===== config.mk =====
export PLATFORM = sky130hd
export DESIGN_NAME = accel_sample_conditioning_top
export DESIGN_NICKNAME = d
export VERILOG_FILES = /design/src/design/asc_pkg.sv /design/src/design/asc_window.sv /design/src/design/accel_sample_conditioning_top.sv
export SDC_FILE = /design/constraint.sdc
export NUM_CORES = 2
export LEC_CHECK = 0
export BUFFER_PORTS_ARGS = -buffer_cell sky130_fd_sc_hd__buf_2
export CAP_MARGIN = 20
export CELL_PAD_IN_SITES_DETAIL_PLACEMENT = 2
export CELL_PAD_IN_SITES_GLOBAL_PLACEMENT = 2
export CORE_MARGIN = 3
export CORE_UTILIZATION = 40
export DETAILED_ROUTE_END_ITERATION = 7
export PLACE_DENSITY = 0.87
export SLEW_MARGIN = 40
export SYNTH_ARGS = -nofsm -noshare
export SYNTH_HDL_FRONTEND = slang
export SYNTH_SLANG_ARGS = --single-unit
export TNS_END_PERCENT = 5

===== constraint.sdc =====
create_clock -name i_clk -period 8.92 [get_ports i_clk]
set_input_delay 1.784 -clock i_clk [delete_from_list [all_inputs] [get_ports i_clk]]
set_output_delay 1.784 -clock i_clk [all_outputs]
set_load 0.1 [all_outputs]

===== src/design/asc_pkg.sv =====
// Shared constants, types and helper functions for the accelerometer sample
// conditioning block. No dependencies; used by asc_window and the top level.

package asc_pkg;

    // field widths
    localparam int BYTE_W  = 8;
    localparam int CNT_W   = 12;
    localparam int LEVEL_W = 13;
    localparam int ACC_W   = 12;
    localparam int NUM_AX  = 3;

    // moving-average window
    localparam int WINDOW_LEN = 10;
    localparam int POS_W      = $clog2(WINDOW_LEN);
    localparam int SUM_W      = CNT_W + $clog2(WINDOW_LEN);

    // sum / WINDOW_LEN as multiply by a rounded-up reciprocal
    localparam int              AVG_SHIFT  = SUM_W + 6;
    localparam longint unsigned AVG_MULT   =
        ((64'd1 << AVG_SHIFT) + WINDOW_LEN - 1) / WINDOW_LEN;
    localparam int              AVG_MULT_W = $clog2(AVG_MULT + 1);
    localparam int              AVG_PROD_W = SUM_W + AVG_MULT_W;

    // level * 981 / (10 * ONE_G) as multiply by a rounded-up reciprocal
    localparam int              ONE_G       = 256;
    localparam longint unsigned CONV_NUM    = 981;
    localparam longint unsigned CONV_DEN    = 10 * ONE_G;
    localparam int              CONV_SHIFT  = 32;
    localparam longint unsigned CONV_MULT   =
        ((CONV_NUM << CONV_SHIFT) + CONV_DEN - 1) / CONV_DEN;
    localparam int              CONV_MULT_W = $clog2(CONV_MULT + 1);
    localparam int              CONV_PROD_W = CNT_W + CONV_MULT_W;
    localparam int              CONV_Q_W    = CONV_PROD_W - CONV_SHIFT;

    // saturation limits of a converted value, by magnitude
    localparam logic [31:0] ACC_MAG_POS = 32'd2047;
    localparam logic [31:0] ACC_MAG_NEG = 32'd2048;

    // configuration register indexes
    localparam int          CFG_ADDR_W       = 3;
    localparam logic [2:0]  CFG_SENSOR_KIND  = 3'd0;
    localparam logic [2:0]  CFG_AVG_ENABLE   = 3'd1;
    localparam logic [2:0]  CFG_AXIS_ORDER   = 3'd2;
    localparam logic [2:0]  CFG_OFFSET_X     = 3'd3;
    localparam logic [2:0]  CFG_OFFSET_Y     = 3'd4;
    localparam logic [2:0]  CFG_OFFSET_Z     = 3'd5;
    localparam int          CFG_DATA_W       = 12;

    // sensor byte layouts
    localparam logic KIND_BIG_ENDIAN    = 1'b0;

    // axis codes
    localparam logic [1:0] AXIS_X = 2'd0;
    localparam logic [1:0] AXIS_Y = 2'd1;
    localparam logic [1:0] AXIS_Z = 2'd2;

    // output axis orders
    localparam logic [2:0] ORDER_XYZ = 3'd0;
    localparam logic [2:0] ORDER_XZY = 3'd1;
    localparam logic [2:0] ORDER_YXZ = 3'd2;
    localparam logic [2:0] ORDER_YZX = 3'd3;
    localparam logic [2:0] ORDER_ZXY = 3'd4;
    localparam logic [2:0] ORDER_ZYX = 3'd5;

    typedef logic [NUM_AX-1:0][CNT_W-1:0] t_cnt_vec;
    typedef logic [NUM_AX-1:0][SUM_W-1:0] t_sum_vec;

    // pack a byte pair, shift right 2 arithmetically, divide by 4 toward zero
    function automatic logic [CNT_W-1:0] axis_count(input logic [BYTE_W-1:0] hi,
                                                    input logic [BYTE_W-1:0] lo);
        logic signed [15:0] w;
        logic signed [13:0] sh;
        logic signed [13:0] adj;
        w   = signed'({hi, lo});
        sh  = w[15:2];
        adj = sh + (sh[13] ? 14'sd3 : 14'sd0);
        return adj[13:2];
    endfunction

    // magnitude of a converted value; the most negative code gives 2048
    function automatic logic [ACC_W-1:0] acc_mag(input logic [ACC_W-1:0] v);
        return v[ACC_W-1] ? (~v + 1'b1) : v;
    endfunction

    // source axis for an output slot under a given axis order
    function automatic logic [1:0] perm_src(input logic [2:0] order,
                                            input logic [1:0] slot);
        logic [5:0] code;
        case (order)
            ORDER_XZY: code = {AXIS_Y, AXIS_Z, AXIS_X};
            ORDER_YXZ: code = {AXIS_Z, AXIS_X, AXIS_Y};
            ORDER_YZX: code = {AXIS_X, AXIS_Z, AXIS_Y};
            ORDER_ZXY: code = {AXIS_Y, AXIS_X, AXIS_Z};
            ORDER_ZYX: code = {AXIS_X, AXIS_Y, AXIS_Z};
            default:   code = {AXIS_Z, AXIS_Y, AXIS_X};
        endcase
        return code[{slot, 1'b0} +: 2];
    endfunction

endpackage


===== src/design/asc_window.sv =====
// Per-axis moving-average window: sample history, running sums and write slot.
// Depends on asc_pkg for widths and window length.

module asc_window (
    input  logic              i_clk,
    input  logic              i_rst_n,
    input  logic              i_update,
    input  asc_pkg::t_cnt_vec i_cnt,
    output asc_pkg::t_sum_vec o_sum
);

    logic [asc_pkg::CNT_W-1:0] r_win [asc_pkg::NUM_AX][asc_pkg::WINDOW_LEN];
    logic [asc_pkg::SUM_W-1:0] r_sum [asc_pkg::NUM_AX];
    logic [asc_pkg::POS_W-1:0] r_pos;
    logic [asc_pkg::POS_W-1:0] n_pos;

    // new running sum: add the incoming count, drop the oldest one
    always_comb begin
        for (int a = 0; a < asc_pkg::NUM_AX; a++) begin
            o_sum[a] = r_sum[a]
                     + asc_pkg::SUM_W'(signed'(i_cnt[a]))
                     - asc_pkg::SUM_W'(signed'(r_win[a][r_pos]));
        end
    end

    assign n_pos = (r_pos == asc_pkg::POS_W'(asc_pkg::WINDOW_LEN - 1))
                 ? '0 : r_pos + 1'b1;

    // history, sums and slot pointer
    always_ff @(posedge i_clk) begin
        if (!i_rst_n) begin
            r_pos <= '0;
            for (int a = 0; a < asc_pkg::NUM_AX; a++) begin
                r_sum[a] <= '0;
                for (int k = 0; k < asc_pkg::WINDOW_LEN; k++) begin
                    r_win[a][k] <= '0;
                end
            end
        end else if (i_update) begin
            r_pos <= n_pos;
            for (int a = 0; a < asc_pkg::NUM_AX; a++) begin
                r_sum[a]        <= o_sum[a];
                r_win[a][r_pos] <= i_cnt[a];
            end
        end
    end

endmodule


===== src/design/accel_sample_conditioning_top.sv =====
// Accelerometer sample conditioning: top level with stream ports and config port.
// Depends on asc_pkg and asc_window.

// One sample of six raw bytes enters per transaction and one result leaves per
// sample, in order. The block takes a new sample every clock cycle unless the
// result side holds it back; each result passes in order through the input
// register, window and sum stage, averaging multiply stage, offset and conversion
// multiply stage and output register, the input register loading at the accepting
// edge. The two reciprocal multiplies are each followed by a register.
// Back-pressure on the result side fills the stages before the input side stalls.
// Configuration is written through its own channel, always ready, and should
// only change while no sample is in flight.
module accel_sample_conditioning_top (
    input  logic         i_clk,
    input  logic         i_rst_n,
    // raw_byte0 [7:0], raw_byte1 .. raw_byte5 [47:40]
    input  logic         i_s_axis_tvalid,
    output logic         o_s_axis_tready,
    input  logic [47:0]  i_s_axis_tdata,
    // level_a [12:0], level_b [25:13], level_c [38:26], accel_a [50:39],
    // accel_b [62:51], accel_c [74:63], peak_a [86:75], peak_b [98:87],
    // peak_c [110:99], zero [111]
    output logic         o_m_axis_tvalid,
    input  logic         i_m_axis_tready,
    output logic [111:0] o_m_axis_tdata,
    // configuration write channel
    input  logic                             i_cfg_valid,
    output logic                             o_cfg_ready,
    input  logic [asc_pkg::CFG_ADDR_W-1:0]   i_cfg_addr,
    input  logic [asc_pkg::CFG_DATA_W-1:0]   i_cfg_data
);

    localparam int NA = asc_pkg::NUM_AX;

    // configuration registers
    logic                      r_cfg_kind;
    logic                      r_cfg_avg;
    logic [2:0]                r_cfg_order;
    logic [asc_pkg::CNT_W-1:0] r_cfg_off [NA];

    // input stage
    logic                       r_in_valid;
    logic [asc_pkg::BYTE_W-1:0] r_in_byte [6];

    // window stage
    logic                      r_a_valid;
    logic                      r_a_avg;
    logic [asc_pkg::SUM_W-1:0] r_a_val [NA];

    // averaging multiply stage
    logic                           r_b_valid;
    logic                           r_b_avg;
    logic [NA-1:0]                  r_b_neg;
    logic [asc_pkg::CNT_W-1:0]      r_b_raw [NA];
    logic [asc_pkg::AVG_PROD_W-1:0] r_b_prod [NA];

    // conversion multiply stage
    logic                            r_c_valid;
    logic [NA-1:0]                   r_c_neg;
    logic [asc_pkg::LEVEL_W-1:0]     r_c_level [NA];
    logic [asc_pkg::CONV_PROD_W-1:0] r_c_prod [NA];

    // output stage and peak store
    logic                        r_out_valid;
    logic [asc_pkg::LEVEL_W-1:0] r_out_level [NA];
    logic [asc_pkg::ACC_W-1:0]   r_out_acc [NA];
    logic [asc_pkg::ACC_W-1:0]   r_peak [NA];

    logic ready_in, ready_a, ready_b, ready_c, ready_out;

    asc_pkg::t_cnt_vec cnt;
    asc_pkg::t_sum_vec win_sum;
    logic              win_update;

    logic [asc_pkg::SUM_W-1:0]       abs_val  [NA];
    logic [asc_pkg::CNT_W-1:0]       mean     [NA];
    logic [asc_pkg::LEVEL_W-1:0]     level    [NA];
    logic [asc_pkg::CNT_W-1:0]       level_mag[NA];
    logic [asc_pkg::ACC_W-1:0]       acc      [NA];
    logic [asc_pkg::LEVEL_W-1:0]     n_level  [NA];
    logic [asc_pkg::ACC_W-1:0]       n_acc    [NA];
    logic [asc_pkg::ACC_W-1:0]       n_peak   [NA];

    // ready chain, each stage frees when its successor takes the data
    assign ready_out = !r_out_valid || i_m_axis_tready;
    assign ready_c   = !r_c_valid   || ready_out;
    assign ready_b   = !r_b_valid   || ready_c;
    assign ready_a   = !r_a_valid   || ready_b;
    assign ready_in  = !r_in_valid  || ready_a;

    assign o_s_axis_tready = ready_in;
    assign o_cfg_ready     = 1'b1;

    // configuration writes
    always_ff @(posedge i_clk) begin
        if (!i_rst_n) begin
            r_cfg_kind  <= 1'b0;
            r_cfg_avg   <= 1'b0;
            r_cfg_order <= asc_pkg::ORDER_XYZ;
            for (int a = 0; a < NA; a++) begin
                r_cfg_off[a] <= '0;
            end
        end else if (i_cfg_valid) begin
            case (i_cfg_addr)
                asc_pkg::CFG_SENSOR_KIND: r_cfg_kind   <= i_cfg_data[0];
                asc_pkg::CFG_AVG_ENABLE:  r_cfg_avg    <= i_cfg_data[0];
                asc_pkg::CFG_AXIS_ORDER:  r_cfg_order  <= i_cfg_data[2:0];
                asc_pkg::CFG_OFFSET_X:    r_cfg_off[0] <= i_cfg_data;
                asc_pkg::CFG_OFFSET_Y:    r_cfg_off[1] <= i_cfg_data;
                asc_pkg::CFG_OFFSET_Z:    r_cfg_off[2] <= i_cfg_data;
                default: ;
            endcase
        end
    end

    // pipeline valid flags
    always_ff @(posedge i_clk) begin
        if (!i_rst_n) begin
            r_in_valid  <= 1'b0;
            r_a_valid   <= 1'b0;
            r_b_valid   <= 1'b0;
            r_c_valid   <= 1'b0;
            r_out_valid <= 1'b0;
        end else begin
            if (ready_in)  r_in_valid  <= i_s_axis_tvalid;
            if (ready_a)   r_a_valid   <= r_in_valid;
            if (ready_b)   r_b_valid   <= r_a_valid;
            if (ready_c)   r_c_valid   <= r_b_valid;
            if (ready_out) r_out_valid <= r_c_valid;
        end
    end

    // input register
    always_ff @(posedge i_clk) begin
        if (ready_in) begin
            for (int k = 0; k < 6; k++) begin
                r_in_byte[k] <= i_s_axis_tdata[k*asc_pkg::BYTE_W +: asc_pkg::BYTE_W];
            end
        end
    end

    // byte order and axis mapping
    always_comb begin
        if (r_cfg_kind == asc_pkg::KIND_BIG_ENDIAN) begin
            cnt[0] = asc_pkg::axis_count(r_in_byte[2], r_in_byte[3]);
            cnt[1] = asc_pkg::axis_count(r_in_byte[0], r_in_byte[1]);
            cnt[2] = asc_pkg::axis_count(r_in_byte[4], r_in_byte[5]);
        end else begin
            cnt[0] = asc_pkg::axis_count(r_in_byte[3], r_in_byte[2]);
            cnt[1] = asc_pkg::axis_count(r_in_byte[1], r_in_byte[0]);
            cnt[2] = asc_pkg::axis_count(r_in_byte[5], r_in_byte[4]);
        end
    end

    assign win_update = r_in_valid && ready_a && r_cfg_avg;

    asc_window u_window (
        .i_clk    (i_clk),
        .i_rst_n  (i_rst_n),
        .i_update (win_update),
        .i_cnt    (cnt),
        .o_sum    (win_sum)
    );

    // window stage register: running sum or plain count
    always_ff @(posedge i_clk) begin
        if (ready_a) begin
            r_a_avg <= r_cfg_avg;
            for (int a = 0; a < NA; a++) begin
                r_a_val[a] <= r_cfg_avg ? win_sum[a]
                                        : asc_pkg::SUM_W'(signed'(cnt[a]));
            end
        end
    end

    // sum or count magnitude times reciprocal of the window length
    always_comb begin
        for (int a = 0; a < NA; a++) begin
            abs_val[a] = r_a_val[a][asc_pkg::SUM_W-1] ? (~r_a_val[a] + 1'b1)
                                                      : r_a_val[a];
        end
    end

    always_ff @(posedge i_clk) begin
        if (ready_b) begin
            r_b_avg <= r_a_avg;
            for (int a = 0; a < NA; a++) begin
                r_b_neg[a]  <= r_a_val[a][asc_pkg::SUM_W-1];
                r_b_raw[a]  <= r_a_val[a][asc_pkg::CNT_W-1:0];
                r_b_prod[a] <= asc_pkg::AVG_PROD_W'(abs_val[a])
                             * asc_pkg::AVG_PROD_W'(asc_pkg::AVG_MULT);
            end
        end
    end

    // truncated mean, offset, level magnitude
    always_comb begin
        for (int a = 0; a < NA; a++) begin
            if (r_b_avg) begin
                mean[a] = r_b_prod[a][asc_pkg::AVG_SHIFT +: asc_pkg::CNT_W];
                if (r_b_neg[a]) begin
                    mean[a] = ~mean[a] + 1'b1;
                end
            end else begin
                mean[a] = r_b_raw[a];
            end
            level[a] = asc_pkg::LEVEL_W'(signed'(mean[a]))
                     - asc_pkg::LEVEL_W'(signed'(r_cfg_off[a]));
            level_mag[a] = level[a][asc_pkg::LEVEL_W-1]
                         ? asc_pkg::CNT_W'(~level[a] + 1'b1)
                         : level[a][asc_pkg::CNT_W-1:0];
        end
    end

    // conversion multiply stage
    always_ff @(posedge i_clk) begin
        if (ready_c) begin
            for (int a = 0; a < NA; a++) begin
                r_c_neg[a]   <= level[a][asc_pkg::LEVEL_W-1];
                r_c_level[a] <= level[a];
                r_c_prod[a]  <= asc_pkg::CONV_PROD_W'(level_mag[a])
                              * asc_pkg::CONV_PROD_W'(asc_pkg::CONV_MULT);
            end
        end
    end

    // quotient, sign and saturation
    always_comb begin
        logic [31:0] q;
        for (int a = 0; a < NA; a++) begin
            q = 32'(r_c_prod[a][asc_pkg::CONV_PROD_W-1:asc_pkg::CONV_SHIFT]);
            if (r_c_neg[a]) begin
                if (q > asc_pkg::ACC_MAG_NEG) q = asc_pkg::ACC_MAG_NEG;
                acc[a] = asc_pkg::ACC_W'(~q + 1'b1);
            end else begin
                if (q > asc_pkg::ACC_MAG_POS) q = asc_pkg::ACC_MAG_POS;
                acc[a] = q[asc_pkg::ACC_W-1:0];
            end
        end
    end

    // axis permutation and peak update
    always_comb begin
        logic [1:0] src;
        for (int s = 0; s < NA; s++) begin
            src        = asc_pkg::perm_src(r_cfg_order, 2'(s));
            n_level[s] = r_c_level[src];
            n_acc[s]   = acc[src];
            n_peak[s]  = (asc_pkg::acc_mag(n_acc[s]) > asc_pkg::acc_mag(r_peak[s]))
                       ? n_acc[s] : r_peak[s];
        end
    end

    always_ff @(posedge i_clk) begin
        if (!i_rst_n) begin
            for (int s = 0; s < NA; s++) begin
                r_peak[s] <= '0;
            end
        end else if (r_c_valid && ready_out) begin
            for (int s = 0; s < NA; s++) begin
                r_peak[s] <= n_peak[s];
            end
        end
    end

    // output register
    always_ff @(posedge i_clk) begin
        if (ready_out) begin
            for (int s = 0; s < NA; s++) begin
                r_out_level[s] <= n_level[s];
                r_out_acc[s]   <= n_acc[s];
            end
        end
    end

    assign o_m_axis_tvalid = r_out_valid;
    assign o_m_axis_tdata  = {1'b0,
                              r_peak[2], r_peak[1], r_peak[0],
                              r_out_acc[2], r_out_acc[1], r_out_acc[0],
                              r_out_level[2], r_out_level[1], r_out_level[0]};

`ifndef SYNTHESIS
    // input side stalls only when every stage is full and the result is held
    a_stall_cause: assert property (@(posedge i_clk) disable iff (!i_rst_n)
        !o_s_axis_tready |-> (r_out_valid && !i_m_axis_tready))
        else $error("input stalled without output back-pressure");

    // peak magnitudes never shrink outside reset
    a_peak_grow: assert property (@(posedge i_clk) disable iff (!i_rst_n)
        $past(i_rst_n) |->
            (asc_pkg::acc_mag(r_peak[0]) >= $past(asc_pkg::acc_mag(r_peak[0]))) &&
            (asc_pkg::acc_mag(r_peak[1]) >= $past(asc_pkg::acc_mag(r_peak[1]))) &&
            (asc_pkg::acc_mag(r_peak[2]) >= $past(asc_pkg::acc_mag(r_peak[2]))))
        else $error("peak magnitude decreased");

    // a delivered value never exceeds the peak of its slot
    a_peak_bound: assert property (@(posedge i_clk) disable iff (!i_rst_n)
        r_out_valid |->
            (asc_pkg::acc_mag(r_out_acc[0]) <= asc_pkg::acc_mag(r_peak[0])) &&
            (asc_pkg::acc_mag(r_out_acc[1]) <= asc_pkg::acc_mag(r_peak[1])) &&
            (asc_pkg::acc_mag(r_out_acc[2]) <= asc_pkg::acc_mag(r_peak[2])))
        else $error("output value above stored peak");
`endif

endmodule


==> flow_summary.json <==
{
  "status": "finished with violations",
  "violations": "setup timing",
  "synth-seq-cells": 814,
  "synth_edf_count": 800,
  "rr_endpoint": "r_b_prod[0][103]$_DFFE_PP_",
  "drive_gt1_frac": 0.144,
  "ios": 183,
  "die_area_um2": 170000,
  "yosys-top-cells-count": "838 x inv_1, 827 x ha_1, 800 x edfxtp_1, 652 x nor2_1, 479 x fa_1",
  "cap_viol_max_count": 0,
  "worstMarginPinSlew_ns": 0.971,
  "grt_overflow_total": 0,
  "synth_cells": 5947,
  "rsz0062_at_grt": "true",
  "grt_max_degree": 77,
  "die_width_um": 413,
  "layout.nets": 7727,
  "vias_per_cell": 6.26,
  "seqCellArea_um2": 24300,
  "arrival_ns": 10.72,
  "dpl.hpwl_um": 196000,
  "cts_buffers": 93,
  "path_clk_slew_ns": 0.08,
  "wire_per_inst_um": 35.8,
  "die_h_um": 413,
  "ys_seq_area_frac": 0.367,
  "final_antenna_net_count": 0,
  "grt_pass1_vias": 61919,
  "timing.fmax_mhz": 97.9,
  "gp_congestion": 0.933,
  "cts_tree": "done",
  "skew_ns": 0.0772,
  "port_buffers": 180,
  "end_kind": "flip-flop",
  "hold-path-cell-count": 0,
  "min_to": "r_b_avg$_DFFE_PP_",
  "clk_latency_ns": 0.79,
  "maxSlewViolCount": 0,
  "num_rows": 148,
  "drt_iter0_drc": 5250,
  "cts.sinks": 814,
  "syn_nets": 7321,
  "drt_pass1_iterations": 6,
  "finalWorstSetupSlack_ns": -1.29,
  "crit_fanout": 5,
  "slew_headroom": 0.351,
  "required_ns": 9.42,
  "start_util": 0.405,
  "synth_top_area_frac": 0.363,
  "synthFlopType": "edfxtp_1",
  "start_kind": "flip-flop",
  "syn_area_um2": 66200,
  "r2r_cells": 27,
  "hold_viol_final": 0,
  "r2r_start": "r_a_val[0][34]$_DFFE_PP_",
  "cts_root_buf": "clkbuf_16",
  "antenna_found_initial": 14,
  "synth_top_cell_by_area": "edfxtp_1",
  "core_area_um2": 164000,
  "fin_crit_ns": 10.21,
  "hold_class": "flip-flop to flip-flop",
  "htreeDepth": 3,
  "area_delta_synth_final_pct": 14.4,
  "dpl.cell_count": 8404,
  "remaining_drc_errors": 0,
  "syn_avg_cell_area_um2": 11.1,
  "finalSetupViolations": 37,
  "period_share": 1.14,
  "timing_worst_setup_path_type": "flip-flop to flip-flop",
  "layout.cells.non_filler": 8615,
  "synth.distinct_cells": 87,
  "nFillCells": 16285,
  "async_flop_share": 0,
  "multiInputGateArea_um2": 39100,
  "vias": 53940,
  "wirelength_um": 308000,
  "grt_pass1_wl_um": 439000,
  "track_usage": 0.352,
  "reg2reg_slack_ns": -1.29,
  "cts_max_path_buffers": 3,
  "yosys_warnings": 0,
  "yosysMostFrequentCell": "inv_1",
  "min_from": "r_a_avg$_DFFE_PP_",
  "fin_setup_tns_ns": -16.92,
  "synthTopCellsByArea": "edfxtp_1 36%, ha_1 16%, fa_1 14%, inv_1 4.8%, nor2_1 3.7%"
}
-- state kept, by name, summed over array words and instances, names as in the netlist, 3 cells and up --
register        count
r_out_acc          36
u_window.r_win    360
r_c_prod           33
r_in_byte          48
r_a_val            48
r_c_level          36
u_window.r_pos      4
r_out_level        39
u_window.r_sum     48
r_b_prod           39
r_b_raw            33
r_b_neg             3
r_cfg_off          36
r_c_neg             3
r_cfg_order         3
r_peak             36
-- repair_timing --
item	CTS	global route
hold buffers	0	0
pin swaps	47	32
gates resized for setup	111	77
endpoints found under the setup margin	41	56
hold endpoints to repair	0	0
setup buffers	19	7
-- worst max-delay path by stage --
stage	slack (ns)	from	depth (start not counted)	end
finish	-1.29	r_a_val[0][34]$_DFFE_PP_	27	r_b_prod[0][103]$_DFFE_PP_
global route	-1.29	r_b_prod[0][22]$_DFFE_PP_	33	r_c_prod[0][41]$_DFFE_PP_
CTS	-0.64	r_b_prod[0][22]$_DFFE_PP_	35	r_c_prod[0][41]$_DFFE_PP_
detailed placement	-1.10	r_b_prod[0][22]$_DFFE_PP_	34	r_c_prod[0][41]$_DFFE_PP_
global placement	-0.29	r_b_prod[0][22]$_DFFE_PP_	32	r_c_prod[0][41]$_DFFE_PP_
floorplan	-0.01	r_b_prod[0][59]$_DFFE_PP_	35	r_c_prod[0][83]$_DFFE_PP_
-- stage by stage --
step           hold WS [ns]  worst slack [ns]   util  area, µm²
2_1_floorplan         0.400           -0.0126      -      66200
4_1_cts               0.423            -0.638  0.460      75200
6_report              0.454             -1.29  0.463      75700
3_3_place_gp          0.401            -0.289  0.436      71400
5_1_grt               0.448             -1.29  0.463      75700
3_5_place_dp          0.424             -1.10  0.437      71400
-- worst max-delay path, stage by stage (launching register included) --
cell,delay (ns)
edfxtp_1,0.71
nor3_4,0.29
nand3b_1,0.32
o31ai_2,0.39
or3b_2,0.48
nand2_1,0.17
xnor2_2,0.29
inv_1,0.18
ha_1,0.30
ha_1,0.27
or2_2,0.41
inv_1,0.14
fa_1,0.54
inv_1,0.18
fa_1,0.49
fa_1,0.85
fa_1,0.52
ha_1,0.36
a21o_1,0.19
a21o_1,0.24
a21o_1,0.23
a221oi_4,0.30
o21ai_1,0.14
a21oi_2,0.32
o31ai_4,0.17
a211o_1,0.36
a21oi_1,0.59
xor2_1,0.49
-- area by class of cell --
cell class | count | share of cell area
Multi-Input combinational cell | 4105 | 0.516
Sequential cell | 814 | 0.321
Timing Repair Buffer | 497 | 0.0442
Inverter | 842 | 0.0419
Tap cell | 2175 | 0.0360
Clock buffer | 124 | 0.0328
Clock inverter | 48 | 0.00764
Antenna cell | 10 | 0.000331
-- layer usage --
| metal | routed length [µm] | up-vias | global-route usage |
|---|---|---|---|
| met5 | 58 | - | 0 |
| met2 | 153000 | 3499 | 0.621 |
| met4 | 28900 | 8 | 0.268 |
| met3 | 23800 | 1602 | 0.0718 |
| li1 | - | 21268 | - |
| met1 | 102000 | 27563 | 0.367 |
-- kinds of logic (layout without fill, tap and decap cells) --
group,count (synthesis),count (layout),share of synthesized area
other,2,12,0.000113
and+or+nand+nor,1409,1409,0.0984
buffers and inverters,1028,1511,0.0585
AOI/OAI and AO/OA,776,776,0.0748
adders and majority gates,1307,1307,0.301
DFF,814,814,0.367
muxes,219,219,0.0471
xor gates and xnor gates,392,392,0.0524
-- placed cells by master (no fill, tap or decap), drive strengths merged, types with 33 or more instances in the layout --
cell type	Yosys	final
nand3	69	69
or3	46	46
and2	64	64
nor3	66	66
ha	827	827
clkinv	1	35
mux4	72	72
a21o	79	79
inv	841	845
nand2	250	250
o21ai	229	229
nand2b	56	56
edfxtp	800	800
a221oi	40	40
clkbuf	160	124
a21oi	196	196
mux2i	138	138
xor2	183	183
buf	26	497
fa	479	479
xnor2	207	207
nor2b	57	57
o31ai	43	43
and3	33	33
nor2	652	652
Power is left out: the tool's default activity adds up to more than one toggle a clock period on the data nets, which glitch-free logic cannot reach.
